### src/cc20_pkg.sv
// ---------------------------------------------------------------------------
// cc20_pkg: shared types, constants and state helpers
// Word and state types, the round count, the stage count and the helpers
// that build and reorder the sixteen-word ChaCha20 state.
// ---------------------------------------------------------------------------
package cc20_pkg;

	localparam int DOUBLE_ROUNDS = 10;
	// Each double round is four pipeline stages: two half quarter rounds on
	// the columns and two on the diagonals.
	localparam int NUM_STAGES = 4 * DOUBLE_ROUNDS;

	localparam int CFG_W = 64;
	localparam int CFG_IDX_W = 3;

	typedef logic [31:0] word_t;
	typedef logic [15:0][31:0] state_t;
	typedef logic [3:0] widx_t;

	typedef enum logic [CFG_IDX_W-1:0] {
		REG_KEY01   = 3'd0,
		REG_KEY23   = 3'd1,
		REG_KEY45   = 3'd2,
		REG_KEY67   = 3'd3,
		REG_NONCE01 = 3'd4,
		REG_NONCE2  = 3'd5
	} cfg_reg_t;

	localparam word_t SIGMA0 = 32'h61707865;
	localparam word_t SIGMA1 = 32'h3320646e;
	localparam word_t SIGMA2 = 32'h79622d32;
	localparam word_t SIGMA3 = 32'h6b206574;

	localparam widx_t LAST_IDX = 4'd15;

	// Initial state: constants, key, block counter, nonce.
	function automatic state_t init_state(
		input logic [CFG_W-1:0] k01,
		input logic [CFG_W-1:0] k23,
		input logic [CFG_W-1:0] k45,
		input logic [CFG_W-1:0] k67,
		input logic [CFG_W-1:0] n01,
		input word_t n2,
		input word_t cnt
	);
		state_t s;
		s[0]  = SIGMA0;
		s[1]  = SIGMA1;
		s[2]  = SIGMA2;
		s[3]  = SIGMA3;
		s[4]  = k01[31:0];
		s[5]  = k01[63:32];
		s[6]  = k23[31:0];
		s[7]  = k23[63:32];
		s[8]  = k45[31:0];
		s[9]  = k45[63:32];
		s[10] = k67[31:0];
		s[11] = k67[63:32];
		s[12] = cnt;
		s[13] = n01[31:0];
		s[14] = n01[63:32];
		s[15] = n2;
		return s;
	endfunction

	// Rotate rows 1..3 left by 1..3 so that the diagonals line up as columns.
	function automatic state_t diagonalize(input state_t s);
		state_t r;
		for (int q = 0; q < 4; q++) begin
			r[q]      = s[q];
			r[4 + q]  = s[4 + ((q + 1) % 4)];
			r[8 + q]  = s[8 + ((q + 2) % 4)];
			r[12 + q] = s[12 + ((q + 3) % 4)];
		end
		return r;
	endfunction

	// Inverse of diagonalize.
	function automatic state_t undiagonalize(input state_t s);
		state_t r;
		for (int q = 0; q < 4; q++) begin
			r[q]                   = s[q];
			r[4 + ((q + 1) % 4)]   = s[4 + q];
			r[8 + ((q + 2) % 4)]   = s[8 + q];
			r[12 + ((q + 3) % 4)]  = s[12 + q];
		end
		return r;
	endfunction

endpackage

### src/cc20_ifs.sv


interface cc20_ks_if;
	import cc20_pkg::*;

	logic  valid;
	logic  ready;
	widx_t word_index;
	word_t keystream_word;
	logic  last_word;

	modport source (output valid, output word_index, output keystream_word,
		output last_word, input ready);
	modport sink (input valid, input word_index, input keystream_word,
		input last_word, output ready);
endinterface

### src/cc20_serializer.sv
// ---------------------------------------------------------------------------
// cc20_serializer: block to word output buffer
// Holds one finished 16-word block and shifts it out one word per accepted
// transfer, loading the next block as the last word leaves.
// ---------------------------------------------------------------------------
module cc20_serializer (
	input  logic             clk,
	input  logic             arst_n,
	input  logic             blk_vld,
	input  cc20_pkg::state_t blk,
	output logic             can_load,
	cc20_ks_if.source        ks
);
	import cc20_pkg::*;

	state_t buf_q;
	widx_t  idx_q;
	logic   busy_q;
	logic   load;
	logic   take;
	logic   last;

	assign last     = (idx_q == LAST_IDX);
	assign take     = busy_q && ks.ready;
	assign can_load = !busy_q || (ks.ready && last);
	assign load     = blk_vld && can_load;

	always_ff @(posedge clk or negedge arst_n) begin
		if (!arst_n) begin
			busy_q <= 1'b0;
			idx_q  <= '0;
		end else if (load) begin
			busy_q <= 1'b1;
			idx_q  <= '0;
		end else if (take) begin
			busy_q <= !last;
			idx_q  <= idx_q + 4'd1;
		end
	end

	always_ff @(posedge clk) begin
		if (load) begin
			buf_q <= blk;
		end else if (take) begin
			buf_q <= {32'h0, buf_q[15:1]};
		end
	end

	assign ks.valid          = busy_q;
	assign ks.word_index     = idx_q;
	assign ks.keystream_word = buf_q[0];
	assign ks.last_word      = last;

endmodule

### src/flat_wrapper.sv
// flat-port wrapper written by rule: the top's interface ports become plain ports
module cc20_serializer_flat import cc20_pkg::*;
  (clk, arst_n, blk_vld, blk, can_load, ks_valid, ks_word_index, ks_keystream_word, ks_last_word, ks_ready);
  cc20_ks_if ks_i ();
  input  logic clk;
  input  logic arst_n;
  input  logic blk_vld;
  input  cc20_pkg::state_t blk;
  output logic can_load;
  output wire logic [$bits(ks_i.valid)-1:0] ks_valid;
  output wire logic [$bits(ks_i.word_index)-1:0] ks_word_index;
  output wire logic [$bits(ks_i.keystream_word)-1:0] ks_keystream_word;
  output wire logic [$bits(ks_i.last_word)-1:0] ks_last_word;
  input wire logic [$bits(ks_i.ready)-1:0] ks_ready;
  assign ks_valid = ks_i.valid;
  assign ks_word_index = ks_i.word_index;
  assign ks_keystream_word = ks_i.keystream_word;
  assign ks_last_word = ks_i.last_word;
  assign ks_i.ready = ks_ready;
  cc20_serializer u_core (.clk(clk), .arst_n(arst_n), .blk_vld(blk_vld), .blk(blk), .can_load(can_load), .ks(ks_i));
endmodule
### config.mk
export PLATFORM = sky130hd
export DESIGN_NAME = cc20_serializer_flat
export DESIGN_NICKNAME = d
export VERILOG_FILES = /design/src/cc20_pkg.sv /design/src/cc20_ifs.sv /design/src/cc20_serializer.sv /design/src/flat_wrapper.sv
export SDC_FILE = /design/constraint.sdc
export NUM_CORES = 1
export LEC_CHECK = 0
export ABC_AREA = 1
export BUFFER_PORTS_ARGS = -buffer_cell sky130_fd_sc_hd__buf_4
export CORE_AREA = 2 2 218 220
export CTS_BUF_LIST = sky130_fd_sc_hd__clkbuf_8
export DETAILED_ROUTE_END_ITERATION = 16
export DIE_AREA = 0 0 220 222
export PLACE_DENSITY = 0.86
export SLEW_MARGIN = 20
export SYNTH_ARGS = -nofsm -noshare
export SYNTH_HDL_FRONTEND = slang
export SYNTH_SLANG_ARGS = --single-unit
### constraint.sdc
create_clock -name clk -period 18.28 [get_ports clk]
set_clock_uncertainty 0.1 [all_clocks]
set_input_delay 5.484 -clock clk [delete_from_list [all_inputs] [get_ports clk]]
set_output_delay 5.484 -clock clk [all_outputs]
set_load 0.05 [all_outputs]
# Yosys cells after proc, flatten, opt, wreduce, memory -nomap -nowiden
# Index checks and enable logic that the tools add are counted.
# totals
ff_bits	517
latchBits	0
mem_bits_rw	0
rom_bits	0
input_bits	516
output_inout_bits	39
word_cells	33
n_memories	0
# op_classes
n_addsub	1
n_mul	0
div_mod_pow	0
magnitude_cmp	0
eq_ne	1
n_shift	0
n_mux	6
bitwise_logic	0
n_reduce_logical	7
# ops
cell	n
$mux 512	2
$mux 4	2
$add 4x1->4 const B	1
$eq 4x4->1 const B	1
$logic_and 1x1->1	3
$logic_not 1->1	2
$mux 1	2
$reduce_bool 2->1	1
$logic_or 1x1->1	1

# Logic depth before layout (Yosys ltp)
# depth
ltp_word	5
ltp_mapped	8
depth_no_buf	7

# Least setup slack after synthesis
# OpenSTA, ideal clock, no wires.
# synth_path
path_kind	input-to-reg
from	input ks_ready
to	register u_core.buf_q[100] (netlist name), enable pin
setup_ns	3.691
t_arrival_ns	13.860
required_time_ns	14.489
setup_slack_ns	0.629
cell_stages	2
path_buffers	0
cell_sequence	nand2_1 > nand2_1
# synth_between
elab_chain_len	4
elab_cells_between_ends	5
cone_classes	reduce/logical (5)
# synth_lines
item	line	text
start, declared	flat_wrapper.sv:14	input wire logic [$bits(ks_i.ready)-1:0] ks_ready;
$logic_and 1x1->1	cc20_serializer.sv:25	assign can_load = !busy_q || (ks.ready && last);
$logic_or 1x1->1	cc20_serializer.sv:25	
$logic_and 1x1->1	cc20_serializer.sv:26	assign load = blk_vld && can_load;
$reduce_bool 2->1 (no line) *	n/a	
end signal, assigned	cc20_serializer.sv:43	buf_q <= blk;
end signal, assigned	cc20_serializer.sv:45	buf_q <= {32'h0, buf_q[15:1]};
end, declared	cc20_serializer.sv:16	state_t buf_q;
# Mark *: on every way between the ends. The rest lies on a longest branch, timed or not.
# A chain may end at the register's enable or synchronous reset.

# Final worst setup path
# layout_path
from	input ks_ready
to	output can_load
# layout_between
elab_chain_len	2
# layout_lines
item	line	text
$logic_and 1x1->1	cc20_serializer.sv:25	
$logic_or 1x1->1	cc20_serializer.sv:25	
end, declared	flat_wrapper.sv:9	output logic can_load;
# No other way between the ends.

==> impl_metrics.json <==
{
  "outcome": "completed",
  "max-vdd-ir-drop_mv": 0.0755,
  "final_layout_size_suffix_gt1_frac": 0.242,
  "wl_per_cell_um": 18.0,
  "hold_class": "register to register",
  "path_class": "input pin to output pin",
  "synth_area_leaders": "edfxtp_1 68%, nand2_1 24%, clkbuf_8 2.7%",
  "fin_crit_sh": 0.645,
  "pin_count": 555,
  "synthesis.nets": 2712,
  "synth_warnings": 0,
  "power_leakage_nw": 13.0,
  "end_kind": "output pin",
  "grtUsageTotal": 0.243,
  "hold_path_end": "u_core.buf_q[203]",
  "synth_area_um2": 22500,
  "dieArea_um2": 48800,
  "cts_buffers": 86,
  "io_buffers": 554,
  "p_clk_frac": 0.311,
  "fin_nets": 3226,
  "cts_buffer_depth": 3,
  "grt_overflow": 0,
  "pwr-share-seq": 0.536,
  "fp-row-count": 79,
  "final_max_slew_viol_count": 0,
  "gp_congestion": 0.949,
  "area_delta_synth_final_pct": 23.7,
  "antenna_found_initial": 5,
  "postSynthAreaPerCell_um2": 10.3,
  "yosys.area.top_type": "edfxtp_1",
  "coreArea_um2": 46300,
  "floorplan.initialDensity": 0.487,
  "reg2reg_setup_slack_ps": 14080,
  "critPathSlowestCell": "nand2_1",
  "cp_common_cell": "buf_4",
  "synth_top_cell_area_share": 0.683,
  "r2r_cells": 8,
  "clk_pin_slew_ps": 60,
  "critPathTopFamily": "simple AND/OR/NAND/NOR gates",
  "cp_cell_sequence": "buf_4 > nand4_1 > nand2_1 > buf_4",
  "final_cell_mix": "1,454 x nand2_1, 565 x buf_4, 512 x edfxtp_1, 89 x clkbuf_8, 60 x inv_1",
  "cpPeakStageDelay_ps": 250,
  "max_cap_violations": 0,
  "critPathBufInv": 2,
  "die_h_um": 222,
  "final_common_cell": "nand2_1",
  "final_util": 0.602,
  "setup_viol": 0,
  "powerDensity_nw_per_um2": 106,
  "r2r-end": "u_core.buf_q[91]",
  "root_buffer": "clkbuf_8",
  "swShare": 0.264,
  "switching_power_w": 0.000781,
  "cp.required_ps": 12700,
  "postCtsSetupBuffers": 0,
  "fin_tns_setup_ps": 0,
  "drtAntennaViolNets": 0,
  "drc": 0,
  "die_w_um": 220,
  "grt_max_degree": 203,
  "hold_viol_final": 0,
  "reg2reg_from": "u_core.ks.word_index[0]",
  "cell_internal_pwr_w": 0.00218,
  "place_area_um2": 26400,
  "cp-start-kind": "input pin",
  "worst_hold_startpoint": "u_core.buf_q[235]",
  "yosysSeqAreaShare": 0.688,
  "cts.repair.resized": 0,
  "clock_sinks": 517,
  "cts_tree": "built",
  "drt-initial-drc-count": 1635,
  "holdPathStages": 2,
  "min_period_ps": 11790,
  "synth_seq_cells": 517,
  "slew-limit-headroom": 0.251,
  "ys_types": 17,
  "grt_first_pass_wirelength_mm": 89.9,
  "stdcell_area_um2": 27900,
  "clk_latency_ps": 650,
  "dr_total_vias": 16900,
  "tightestPinTransition_ps": 1120,
  "viasPerCell": 5.00,
  "cp.arrival_ps": 6200,
  "cts_hold_repair.buffers": 0,
  "rsz0062_at_grt": "no",
  "comb_power_share": 0.153,
  "h-tree-depth": 3,
  "grt_pass1_vias": 16800,
  "firstDrtPassIters": 5,
  "wl_mm": 60.8,
  "place_hpwl_mm": 41.7,
  "synth_cells": 2195,
  "path_max_fanout": 3,
  "fmax_ghz": 0.0848
}
Yosys cell counts, drive strengths merged:
master  instances
nand3b          1
nand4           2
nand2        1456
dfrtp           5
buf            92
clkbuf         49
nand3           3
edfxtp        512
inv            38
a21oi           2
nor2           34
ha              1
registers in the layout, indices dropped and copies added, names as in the netlist:
register and count:
u_core.ks.valid 1, u_core.ks.word_index 4, u_core.ks.keystream_word 32, u_core.buf_q 480
metrics by stage:
stage	cells	total power (W)	hold slack, ps	setup WS (ps)
after detailed placement	3228	0.00206	402	6500
after floorplan	2195	0.00193	394	629
after CTS	3371	0.00298	413	6490
after global placement	3228	0.00203	396	6480
final	3372	0.00296	412	6490
after global routing	3372	0.00309	429	6470
power by group through the flow:
stage / combinational, W / sequential (W) / clock, W
final: 0.000452 / 0.00159 / 0.000919
after detailed placement: 0.000450 / 0.00161 / 0
after CTS: 0.000455 / 0.00159 / 0.000940
after global routing: 0.000501 / 0.00160 / 0.000986
after global placement: 0.000430 / 0.00160 / 0
after floorplan: 0.000280 / 0.00165 / 0
layout make-up:
class                      count  area, um^2
fill                        3514       18400
sequential                   517       15500
multi-input combinational   1499        5690
timing repair buffer         567        4270
clock buffer                  89        1220
tap                          607         759
clock inverter                54         267
inverter                      38         143
antenna                        1        2.50
per-layer routing:
metal	GRT usage	share of wire	vias up	wire length (um)
li1	-	-	8023	-
met1	0.257	0.34	7783	20500
met2	0.414	0.49	898	30000
met3	0.0945	0.12	145	7130
met4	0.133	0.051	8	3080
met5	0	0.00094	-	57
logic make-up (layout without fill, tap and decap cells):
family / count (synthesis) / after routing / share of synthesized area
buf+inv: 179 / 748 / 0.0606
compound gates: 2 / 2 / 0.000611
simple gates: 1496 / 1496 / 0.250
other cells: 0 / 1 / 0
flops: 517 / 517 / 0.688
fa+ha+maj: 1 / 1 / 0.000555
worst min-delay path: cells and delay by family (launching register included):
| family | cells | cell delay [ps] |
|---|---|---|
| AND/OR/NAND/NOR | 2 | 100 |
| flip-flops | 1 | 310 |
how the worst max path moves through the flow:
stage	start	endpoint	cells past startpoint
3_3_place_gp	ks_ready	can_load	4
3_5_place_dp	ks_ready	can_load	4
6_report	ks_ready	can_load	4
4_1_cts	ks_ready	can_load	4
5_1_grt	ks_ready	can_load	4
2_1_floorplan	ks_ready	u_core.buf_q[100]	2
Note: power is estimated with default switching activity, not from simulation.
