File: config.mk
export PLATFORM = sky130hd
export DESIGN_NAME = cc20_round_stage
export DESIGN_NICKNAME = d
export VERILOG_FILES = /design/src/cc20_pkg.sv /design/src/cc20_round_stage.sv
export SDC_FILE = /design/constraint.sdc
export NUM_CORES = 1
export LEC_CHECK = 0
export BUFFER_PORTS_ARGS = -buffer_cell sky130_fd_sc_hd__buf_2
export CORE_AREA = 10 10 416 418
export DETAILED_ROUTE_END_ITERATION = 10
export DIE_AREA = 0 0 426 428
export GPL_TIMING_DRIVEN = 0
export PLACE_DENSITY = 0.49
export SLEW_MARGIN = 0
export SYNTH_ARGS = -nofsm -noshare
export SYNTH_HDL_FRONTEND = slang
export SYNTH_SLANG_ARGS = --single-unit
File: constraint.sdc
create_clock -name clk -period 0.91 [get_ports clk]
set_input_delay 0.182 -clock clk [delete_from_list [all_inputs] [get_ports clk]]
set_output_delay 0.182 -clock clk [all_outputs]
set_load 0.05 [all_outputs]
File: src/cc20_pkg.sv
// ---------------------------------------------------------------------------
// cc20_pkg: shared types, constants and state helpers
// Word and state types, the round count, the stage count and the helpers
// that build and reorder the sixteen-word ChaCha20 state.
// ---------------------------------------------------------------------------
package cc20_pkg;

	localparam int DOUBLE_ROUNDS = 10;
	// Each double round is four pipeline stages: two half quarter rounds on
	// the columns and two on the diagonals.
	localparam int NUM_STAGES = 4 * DOUBLE_ROUNDS;

	localparam int CFG_W = 64;
	localparam int CFG_IDX_W = 3;

	typedef logic [31:0] word_t;
	typedef logic [15:0][31:0] state_t;
	typedef logic [3:0] widx_t;

	typedef enum logic [CFG_IDX_W-1:0] {
		REG_KEY01   = 3'd0,
		REG_KEY23   = 3'd1,
		REG_KEY45   = 3'd2,
		REG_KEY67   = 3'd3,
		REG_NONCE01 = 3'd4,
		REG_NONCE2  = 3'd5
	} cfg_reg_t;

	localparam word_t SIGMA0 = 32'h61707865;
	localparam word_t SIGMA1 = 32'h3320646e;
	localparam word_t SIGMA2 = 32'h79622d32;
	localparam word_t SIGMA3 = 32'h6b206574;

	localparam widx_t LAST_IDX = 4'd15;

	// Initial state: constants, key, block counter, nonce.
	function automatic state_t init_state(
		input logic [CFG_W-1:0] k01,
		input logic [CFG_W-1:0] k23,
		input logic [CFG_W-1:0] k45,
		input logic [CFG_W-1:0] k67,
		input logic [CFG_W-1:0] n01,
		input word_t n2,
		input word_t cnt
	);
		state_t s;
		s[0]  = SIGMA0;
		s[1]  = SIGMA1;
		s[2]  = SIGMA2;
		s[3]  = SIGMA3;
		s[4]  = k01[31:0];
		s[5]  = k01[63:32];
		s[6]  = k23[31:0];
		s[7]  = k23[63:32];
		s[8]  = k45[31:0];
		s[9]  = k45[63:32];
		s[10] = k67[31:0];
		s[11] = k67[63:32];
		s[12] = cnt;
		s[13] = n01[31:0];
		s[14] = n01[63:32];
		s[15] = n2;
		return s;
	endfunction

	// Rotate rows 1..3 left by 1..3 so that the diagonals line up as columns.
	function automatic state_t diagonalize(input state_t s);
		state_t r;
		for (int q = 0; q < 4; q++) begin
			r[q]      = s[q];
			r[4 + q]  = s[4 + ((q + 1) % 4)];
			r[8 + q]  = s[8 + ((q + 2) % 4)];
			r[12 + q] = s[12 + ((q + 3) % 4)];
		end
		return r;
	endfunction

	// Inverse of diagonalize.
	function automatic state_t undiagonalize(input state_t s);
		state_t r;
		for (int q = 0; q < 4; q++) begin
			r[q]                   = s[q];
			r[4 + ((q + 1) % 4)]   = s[4 + q];
			r[8 + ((q + 2) % 4)]   = s[8 + q];
			r[12 + ((q + 3) % 4)]  = s[12 + q];
		end
		return r;
	endfunction

endpackage

File: src/cc20_round_stage.sv
// ---------------------------------------------------------------------------
// cc20_round_stage: one half quarter round on all four columns
// Applies either the first half (rotations 16 and 12) or the second half
// (rotations 8 and 7) of the quarter round to each column, then registers.
// ---------------------------------------------------------------------------
module cc20_round_stage (
	input  logic             clk,
	input  logic             arst_n,
	input  logic             en,
	input  logic             late,
	input  logic             prev_vld,
	input  cc20_pkg::state_t prev_st,
	input  cc20_pkg::word_t  prev_ctr,
	output logic             vld,
	output cc20_pkg::state_t st,
	output cc20_pkg::word_t  ctr
);
	import cc20_pkg::*;

	state_t nx;
	logic   vld_s1;
	state_t st_s1;
	word_t  ctr_s1;

	always_comb begin
		word_t a, b, c, d, t;
		nx = prev_st;
		for (int q = 0; q < 4; q++) begin
			a = prev_st[q];
			b = prev_st[4 + q];
			c = prev_st[8 + q];
			d = prev_st[12 + q];
			a = a + b;
			t = d ^ a;
			d = late ? {t[23:0], t[31:24]} : {t[15:0], t[31:16]};
			c = c + d;
			t = b ^ c;
			b = late ? {t[24:0], t[31:25]} : {t[19:0], t[31:20]};
			nx[q]      = a;
			nx[4 + q]  = b;
			nx[8 + q]  = c;
			nx[12 + q] = d;
		end
	end

	always_ff @(posedge clk or negedge arst_n) begin
		if (!arst_n) begin
			vld_s1 <= 1'b0;
		end else if (en) begin
			vld_s1 <= prev_vld;
		end
	end

	always_ff @(posedge clk) begin
		if (en) begin
			st_s1  <= nx;
			ctr_s1 <= prev_ctr;
		end
	end

	assign vld = vld_s1;
	assign st  = st_s1;
	assign ctr = ctr_s1;

endmodule

* Word-level counts from Yosys, hierarchy flattened
Index checks and enable logic that the tools add are counted.
** Operators by class
- Add/sub/neg operators :: 8
- $mul :: 0
- Div/mod/pow operators :: 0
- Magnitude comparators :: 0
- Equal/unequal tests :: 0
- Shift operators :: 0
- Muxes and demuxes :: 8
- Bitwise gates (word level) :: 8
- Reductions and logical operators :: 0
** Operator list (number)
- $add A32 B32 Y32 :: 8
- $mux W32 :: 8
- $xor A32 B32 Y32 :: 8
** Word-level totals
- Bits in registers :: 545
- Bits in latches :: 0
- Memory bits (writable) :: 0
- Bits in read-only memories :: 0
- Input bits :: 549
- Output and inout port bits :: 545
- Word-level logic and storage cells :: 42
- Memories kept :: 0

* Depth between registers and ports, before layout
Gate-level depths: netlist of the first run.
- Depth after elaboration :: 6
- Depth in mapped cells :: 26
- Gate-level depth less buffers :: 26

* Worst setup path after synthesis of the first run
Ideal clock, no wire load.
- Path type :: input-to-reg
- Start point :: in prev_st[96] (netlist bit)
- End point :: reg st_s1 (netlist bit st[234]) (data pin)
- Setup time :: 260 ps
- Data arrival time :: 5309 ps
- Data required time :: 650 ps
- Setup slack :: -4659 ps
- Cell stages on the path :: 25
- Buffers on the path :: 0
- Path through :: ha_1 > fa_1 > a211o_1 > a21oi_1 > o21ai_0 > a22oi_1 > a31oi_1 > a221o_1 > a21oi_1 > xnor2_1 > xnor2_1 > mux2i_1 > ha_1 > inv_1 > fa_1 > nor2b_1 > o31a_1 > o21ba_2 > o211a_1 > o21ba_2 > a21oi_2 > o31ai_1 > a311oi_2 > xnor3_1 > mux2_2
** RTL lines
- start: declaration :: line cc20_round_stage.sv:12 : input cc20_pkg::state_t prev_st,
- end signal: assignment :: line cc20_round_stage.sv:56 : st_s1 <= nx;
- end: declaration :: line cc20_round_stage.sv:22 : state_t st_s1;

==> results of run 1 <==
-- per-layer routing --
metal / vias to the layer above / track usage
li1: 14400 / -
met1: 16400 / 0.262
met2: 1396 / 0.411
met3: 409 / 0.0556
met4: 40 / 0.114
met5: - / 0
-- Yosys cell counts (25+ instances only) --
master,count
edfxtp_1,544
nor2_1,365
a21oi_1,287
xnor2_1,275
ha_1,248
xor2_1,203
nand2_1,130
o21ai_0,120
a21o_1,114
inv_1,68
mux2i_1,60
clkbuf_1,56
nand3_1,47
o21a_1,43
nor3_1,40
and3_1,31
a211oi_1,27
nor2b_1,25
-- kinds of logic after synthesis --
| family | after synthesis | synth area share |
|---|---|---|
| adder cells (fa/ha/maj) | 256 | 0.0966 |
| buffers and inverters | 136 | 0.0151 |
| AO/OA/AOI/OAI | 767 | 0.146 |
| flip-flops | 545 | 0.485 |
| AND/OR/NAND/NOR | 743 | 0.0994 |
| multiplexers | 82 | 0.0251 |
| XOR/XNOR | 491 | 0.133 |
-- worst paths after layout --
check / from / to / slack (ns) / cells after the start
min in group asynchronous: arst_n / vld / 0.34 / 3
max: prev_st[192] / st[200] / -4.49 / 30
min reg2reg: vld / vld / 0.54 / 1
min: prev_st[320] / st[320] / -0.15 / 2
max reg2reg: vld / vld / 0.15 / 1
max in group asynchronous: arst_n / vld / 0.47 / 3
-- stage by stage --
stage                     cells  setup TNS [ns]  worst slack (ns)  power [mW]   util
after CTS                  6779        -1634.31             -4.55         167  0.318
after floorplan            3020        -1157.28             -4.24        89.5      -
after global routing       6881        -1745.84             -4.64         177  0.330
after detailed placement   6311        -2407.75             -7.23         119  0.263
final                      6893        -1639.27             -4.49         171  0.331
after global placement     6302        -7496.42            -10.71         118  0.261
-- report_power, final --
group / internal (mW) / total [mW] / switching, mW
clock: 19.1 / 32.6 / 13.4
sequential: 37.2 / 39.7 / 2.53
combinational: 32.6 / 98.8 / 66.2
total: 88.9 / 171 / 82.2
-- flip-flops by register name, indices dropped and copies added, names as in the netlist --
register,flops
vld,1
ctr,32
st,512
-- what timing repair did --
action / in CTS / in global routing
pin swaps: 293 / 233
gates resized for setup: 631 / 235
hold endpoints to repair: 165 / 14
setup buffers: 236 / 100
cloned: 0 / 0
endpoints found under the setup margin: 1283 / 1432
-- cell type report --
| type | count | area [um^2] |
|---|---|---|
| flip-flops and latches | 545 | 16400 |
| inverters | 69 | 262 |
| plain buffers | 60 | 313 |
| repair buffers | 1520 | 9500 |
| fillers | 16800 | 110000 |
| well taps | 2189 | 2740 |
| diodes | 30 | 75.1 |
| multi-input cells | 2339 | 22500 |
| clock inverters | 55 | 644 |
| clock buffers | 86 | 2000 |
==> impl_metrics.yaml, run 1 <==
setup_path:
  crit_family: "compound AO/OA/AOI/OAI gates"
  arrival_ns: 5.79
  crit_path_max_fanout: 3
  worst_path_max_delay_cell: "or4_4"
  path_buf_inv: 6
  crit_type: "primary input to flip-flop"
  crit_path_start_kind: "primary input"
  slowest_delay_ns: 0.42
  end_kind: "flip-flop"
  critPathRequiredTime_ns: 1.29
placed_design:
  gp_congestion: 0.950
  dpl_cell_area_um2: 43200
  hpwl_mm: 185
  io_buffer_count: 1093
timing:
  min_period_ns: 5.40
  rsz0062_at_grt: "yes"
  setup_ws_ns: -4.49
  max_freq_mhz: 185
  max_slew.worst_pin.slew_ns: 1.47
  slew_violations: 0
  hold_violations: 15
  min_period_over_period: 5.94
  finClkSkew_ns: 0
  relSlewSlack: 0.0179
  holdWs_ns: -0.150
  finalSetupViolations: 1365
finish:
  layout_common_cells: "buf_2 (1085), edfxtp_1 (544), nor2_1 (316), buf_4 (250), ha_1 (190)"
  drive_gt1_frac: 0.493
  area_delta_synth_final_pct: 61.0
  fin_area_um2: 54300
  mostFrequentLayoutCell: "buf_2"
  num-nets-final: 5417
clock_network:
  root_buffer: "clkbuf_16"
  clockBufferDepth: 3
  cts_made_buffers: 77
  hold_buffers: 97
  clock_sinks: 545
  clk_pin_slew_ns: 0.05
  cts_tree: "done"
  htreeDepth: 3
  clock_latency_ns: 0.68
floorplanning:
  coreArea_um2: 164000
  io_pins: 1094
  dieArea_um2: 182000
  die_x_um: 426
  start_util: 0.205
  fp-row-count: 149
  fp.dieH_um: 428
global_routing:
  grt_overflow_total: 0
  antenna_found_initial: 68
  grt_first_pass_wirelength_mm: 294
  grt_start_max_net_pins: 116
  track_usage: 0.234
  grt_pass1_vias: 33500
power:
  p_per_area_nw_per_um2: 3150
  p_leak_nw: 22.7
  ir_drop_uv: 1720
yosys:
  yosysTopAreaCell: "edfxtp_1"
  ys_seq_area_frac: 0.485
  ys_ff_latch: 545
  avgSynthCellArea_um2: 11.2
  yosys-top-cells-area: "edfxtp_1 (48%), ha_1 (9.2%), xnor2_1 (7.1%)"
  syn_nets: 3825
  netlist.area_leader.share: 0.484
  synth_flop_cell: "edfxtp_1"
  ys_types: 81
  syn-instance-count: 3020
  synth_warnings: 0
  syn_area_um2: 33800
  async_flop_share: 0.00183
  synth_edf_count: 544
outcome:
  status: "finished, violations left"
  violations: "negative hold slack, negative setup slack"
drt:
  wl_met1_mm: 82.8
  dr.max_layer_used: "met5"
  viasPerCell: 4.73
  drc: 0
  routed_wl_mm: 224
  drt_first_pass_iters: 5
  vias: 32600
  ant_nets: 0
  drt-wirelength-per-cell_um: 32.5
  drt_iter0_markers: 2557
  dr_wl_met2_mm: 111
  met3_length_mm: 16.0
run:
  max_cap_violations: 0
hold_path:
  min_path_type: "primary input to flip-flop"
No activity file was read; power rests on OpenSTA's default activity.
==> run 2: changes to the inputs <==
--- a/config.mk
+++ b/config.mk
@@ -5,12 +5,13 @@
 export SDC_FILE = /design/constraint.sdc
 export NUM_CORES = 1
 export LEC_CHECK = 0
+export ABC_AREA = 1
 export BUFFER_PORTS_ARGS = -buffer_cell sky130_fd_sc_hd__buf_2
-export CORE_AREA = 10 10 416 418
+export CORE_AREA = 10 10 420 422
 export DETAILED_ROUTE_END_ITERATION = 10
-export DIE_AREA = 0 0 426 428
+export DIE_AREA = 0 0 430 432
 export GPL_TIMING_DRIVEN = 0
-export PLACE_DENSITY = 0.49
+export PLACE_DENSITY = 0.5
 export SLEW_MARGIN = 0
 export SYNTH_ARGS = -nofsm -noshare
 export SYNTH_HDL_FRONTEND = slang
==> run 2 against run 1 <==
Against the previous run: the flow finishes with violations (negative hold slack, max-capacitance violations, max-slew violations, negative setup slack); power decreased by 7.2%; area after synthesis increased by 8.2%; sequential power decreased by 5.0%; register-to-register slack about the same; clock-buffer cell count increased by 7; via count increased by 20%; synthesized cell count increased by 36%; critical path depth increased by 1; worst setup slack improved by 1.3 ns; fmax increased by 31%; global-route usage increased by 2.5 points; largest power group unchanged; worst hold slack got worse by 0.029 ns.
==> impl_metrics.yaml, run 2 <==
outcome:
  status: "finished, violations left"
  violations: "negative hold slack, max-capacitance violations, max-slew violations, negative setup slack"
drt:
  drc: 0
  vias: 39000
  drt_first_pass_iters: 5
  drt-wirelength-per-cell_um: 31.5
  viasPerCell: 4.84
  routed_wl_mm: 254
  ant_nets: 0
  drt_iter0_markers: 3239
yosys:
  synth_warnings: 0
  syn_area_um2: 36500
  syn_nets: 4914
  yosysMostFrequentCell: "nand2_1"
  syn-instance-count: 4109
  netlist_top_cells_count: "nand2_1 (1100), edfxtp_1 (544), inv_1 (363)"
  async_flop_share: 0.00183
  yosysTopAreaCell: "edfxtp_1"
  ys_ff_latch: 545
  ys_types: 56
  ys_seq_area_frac: 0.448
  avgSynthCellArea_um2: 8.89
  netlist.area_leader.share: 0.447
  synth_flop_cell: "edfxtp_1"
  synth_edf_count: 544
  yosys-top-cells-area: "edfxtp_1 (45%), nand2_1 (11%), ha_1 (8.5%)"
setup_path:
  startpoint: "prev_st[224]"
  slowest_delay_ns: 0.40
  crit_path_start_kind: "primary input"
  reg2reg_to: "vld"
  crit_path_frequent_cell: "nand2_4"
  reg2reg_depth: 1
  arrival_ns: 4.58
  end_kind: "flip-flop"
  endpoint: "st[227]"
  crit_type: "primary input to flip-flop"
  critPathRequiredTime_ns: 1.37
  worst_path_max_delay_cell: "fa_2"
  rrSetupSlack_ns: 0.15
  crit_path_max_fanout: 3
  regToRegStartpoint: "vld"
clock_network:
  root_buffer: "clkbuf_16"
  htreeDepth: 3
  cts_tree: "done"
  cts_made_buffers: 75
  clock_sinks: 545
  clk_pin_slew_ns: 0.05
  clock_latency_ns: 0.70
  clockBufferDepth: 3
global_routing:
  grt_start_max_net_pins: 113
  track_usage: 0.259
  grt_first_pass_wirelength_mm: 332
  antenna_found_initial: 107
  grt_pass1_vias: 38600
  grt_overflow_total: 0
timing:
  hold_violations: 33
  slew_violations: 10
  relSlewSlack: -0.00356
  max_slew.worst_pin.slew_ns: 1.51
  max_freq_mhz: 243
  min_period_over_period: 4.52
  min_period_ns: 4.12
  finalSetupViolations: 1401
  setup_ws_ns: -3.21
  rsz0062_at_grt: "yes"
  holdWs_ns: -0.179
  finClkSkew_ns: 0
power:
  p_leak_nw: 25.9
  p_per_area_nw_per_um2: 2630
  ir_drop_uv: 1650
hold_path:
  min_path_type: "primary input to flip-flop"
placed_design:
  placed_cells: 7427
  hpwl_mm: 210
  io_buffer_count: 1093
  gp_congestion: 0.989
finish:
  mostFrequentLayoutCell: "buf_2"
  drive_gt1_frac: 0.497
  area_delta_synth_final_pct: 65.4
  largest_reg_flops: 512
  post-route-util: 0.359
  nFillCells: 17300
  layout_common_cells: "buf_2 (1078), nand2_1 (751), edfxtp_1 (544), inv_1 (332), nand2_2 (277)"
  final_cells: 8061
  num-nets-final: 6533
floorplanning:
  die_x_um: 430
  fp.dieH_um: 432
  io_pins: 1094
  dieArea_um2: 186000
  start_util: 0.217
  fp-row-count: 151
  coreArea_um2: 168000
run:
  max_cap_violations: 1
-- run 2: changes by cell type after synthesis, moves of 67 or more --
cell     delta
nand2_1   +970
nand3_1   +312
a21o_1     -67
a21oi_1    -71
inv_1     +295
nor2_1    -159
xnor2_1   -159
-- run 2: area by class of cell --
| class | instances | area [um^2] | share of cell area |
|---|---|---|---|
| Buffer | 58 | 363 | 0.00601 |
| Timing Repair Buffer | 1543 | 9790 | 0.162 |
| Inverter | 370 | 1390 | 0.0231 |
| Clock inverter | 46 | 443 | 0.00733 |
| Sequential cell | 545 | 16400 | 0.271 |
| Multi-Input combinational cell | 3135 | 27200 | 0.449 |
| Clock buffer | 93 | 2010 | 0.0332 |
| Antenna cell | 53 | 133 | 0.00220 |
| Tap cell | 2218 | 2780 | 0.0459 |
-- run 2: worst max-delay path, delay by kind of cell --
kind	cells	cell delay, ns
simple gates	15	1.67
fa+ha+maj	4	1.05
xor+xnor	1	0.32
buf+inv	5	0.44
compound gates	6	0.92
-- run 2: power breakdown --
| group | total [mW] | switching, mW | internal [mW] |
|---|---|---|---|
| registers | 37.7 | 2.06 | 35.6 |
| clock network | 30.6 | 12.9 | 17.7 |
| logic | 90.5 | 62.5 | 28.1 |
| total | 159 | 77.4 | 81.3 |
-- run 2: what timing repair did --
action / in CTS / in global routing
hold buffers: 138 / 13
setup endpoints to repair: 1392 / 1439
pin swaps: 310 / 304
hold endpoints to repair: 362 / 70
gates resized for setup: 797 / 405
setup buffers: 195 / 104
-- run 2: worst min path at each step --
stage,from,endpoint,cells after the start
after floorplan,arst_n,vld,0
after global placement,arst_n,vld,1
after detailed placement,arst_n,vld,1
after CTS,prev_st[352],st[352],2
after global routing,prev_st[352],st[352],2
final,prev_st[352],st[352],2
-- run 2: metal layers --
| layer | wire, um | vias up | part of all wire | global-route usage |
|---|---|---|---|---|
| met5 | 83 | - | 0.00033 | 0 |
| met4 | 13900 | 14 | 0.055 | 0.128 |
| met3 | 16800 | 449 | 0.066 | 0.0501 |
| met2 | 121000 | 1755 | 0.48 | 0.432 |
| met1 | 102000 | 19400 | 0.40 | 0.318 |
| li1 | - | 17400 | - | - |
-- run 2: cell families after synthesis --
kind of cell | count (synthesis) | share of synthesized area
compound gates | 604 | 0.0986
flops | 545 | 0.448
xor+xnor | 339 | 0.0858
simple gates | 1930 | 0.232
mux | 6 | 0.00168
buf+inv | 429 | 0.0450
fa+ha+maj | 256 | 0.0893
-- run 2: through the flow --
stage	hold WS, ns	TNS, ns	area, um^2	power (mW)	setup slack [ns]
final	-0.179	-1435.95	60400	159	-3.21
after global routing	-0.210	-1544.77	60400	165	-3.30
after CTS	-0.230	-1433.54	57400	153	-3.04
after detailed placement	-0.0379	-2167.65	47700	109	-5.36
after global placement	-0.0403	-7190.74	47500	109	-10.62
after floorplan	-0.114	-843.32	39200	82.9	-3.00
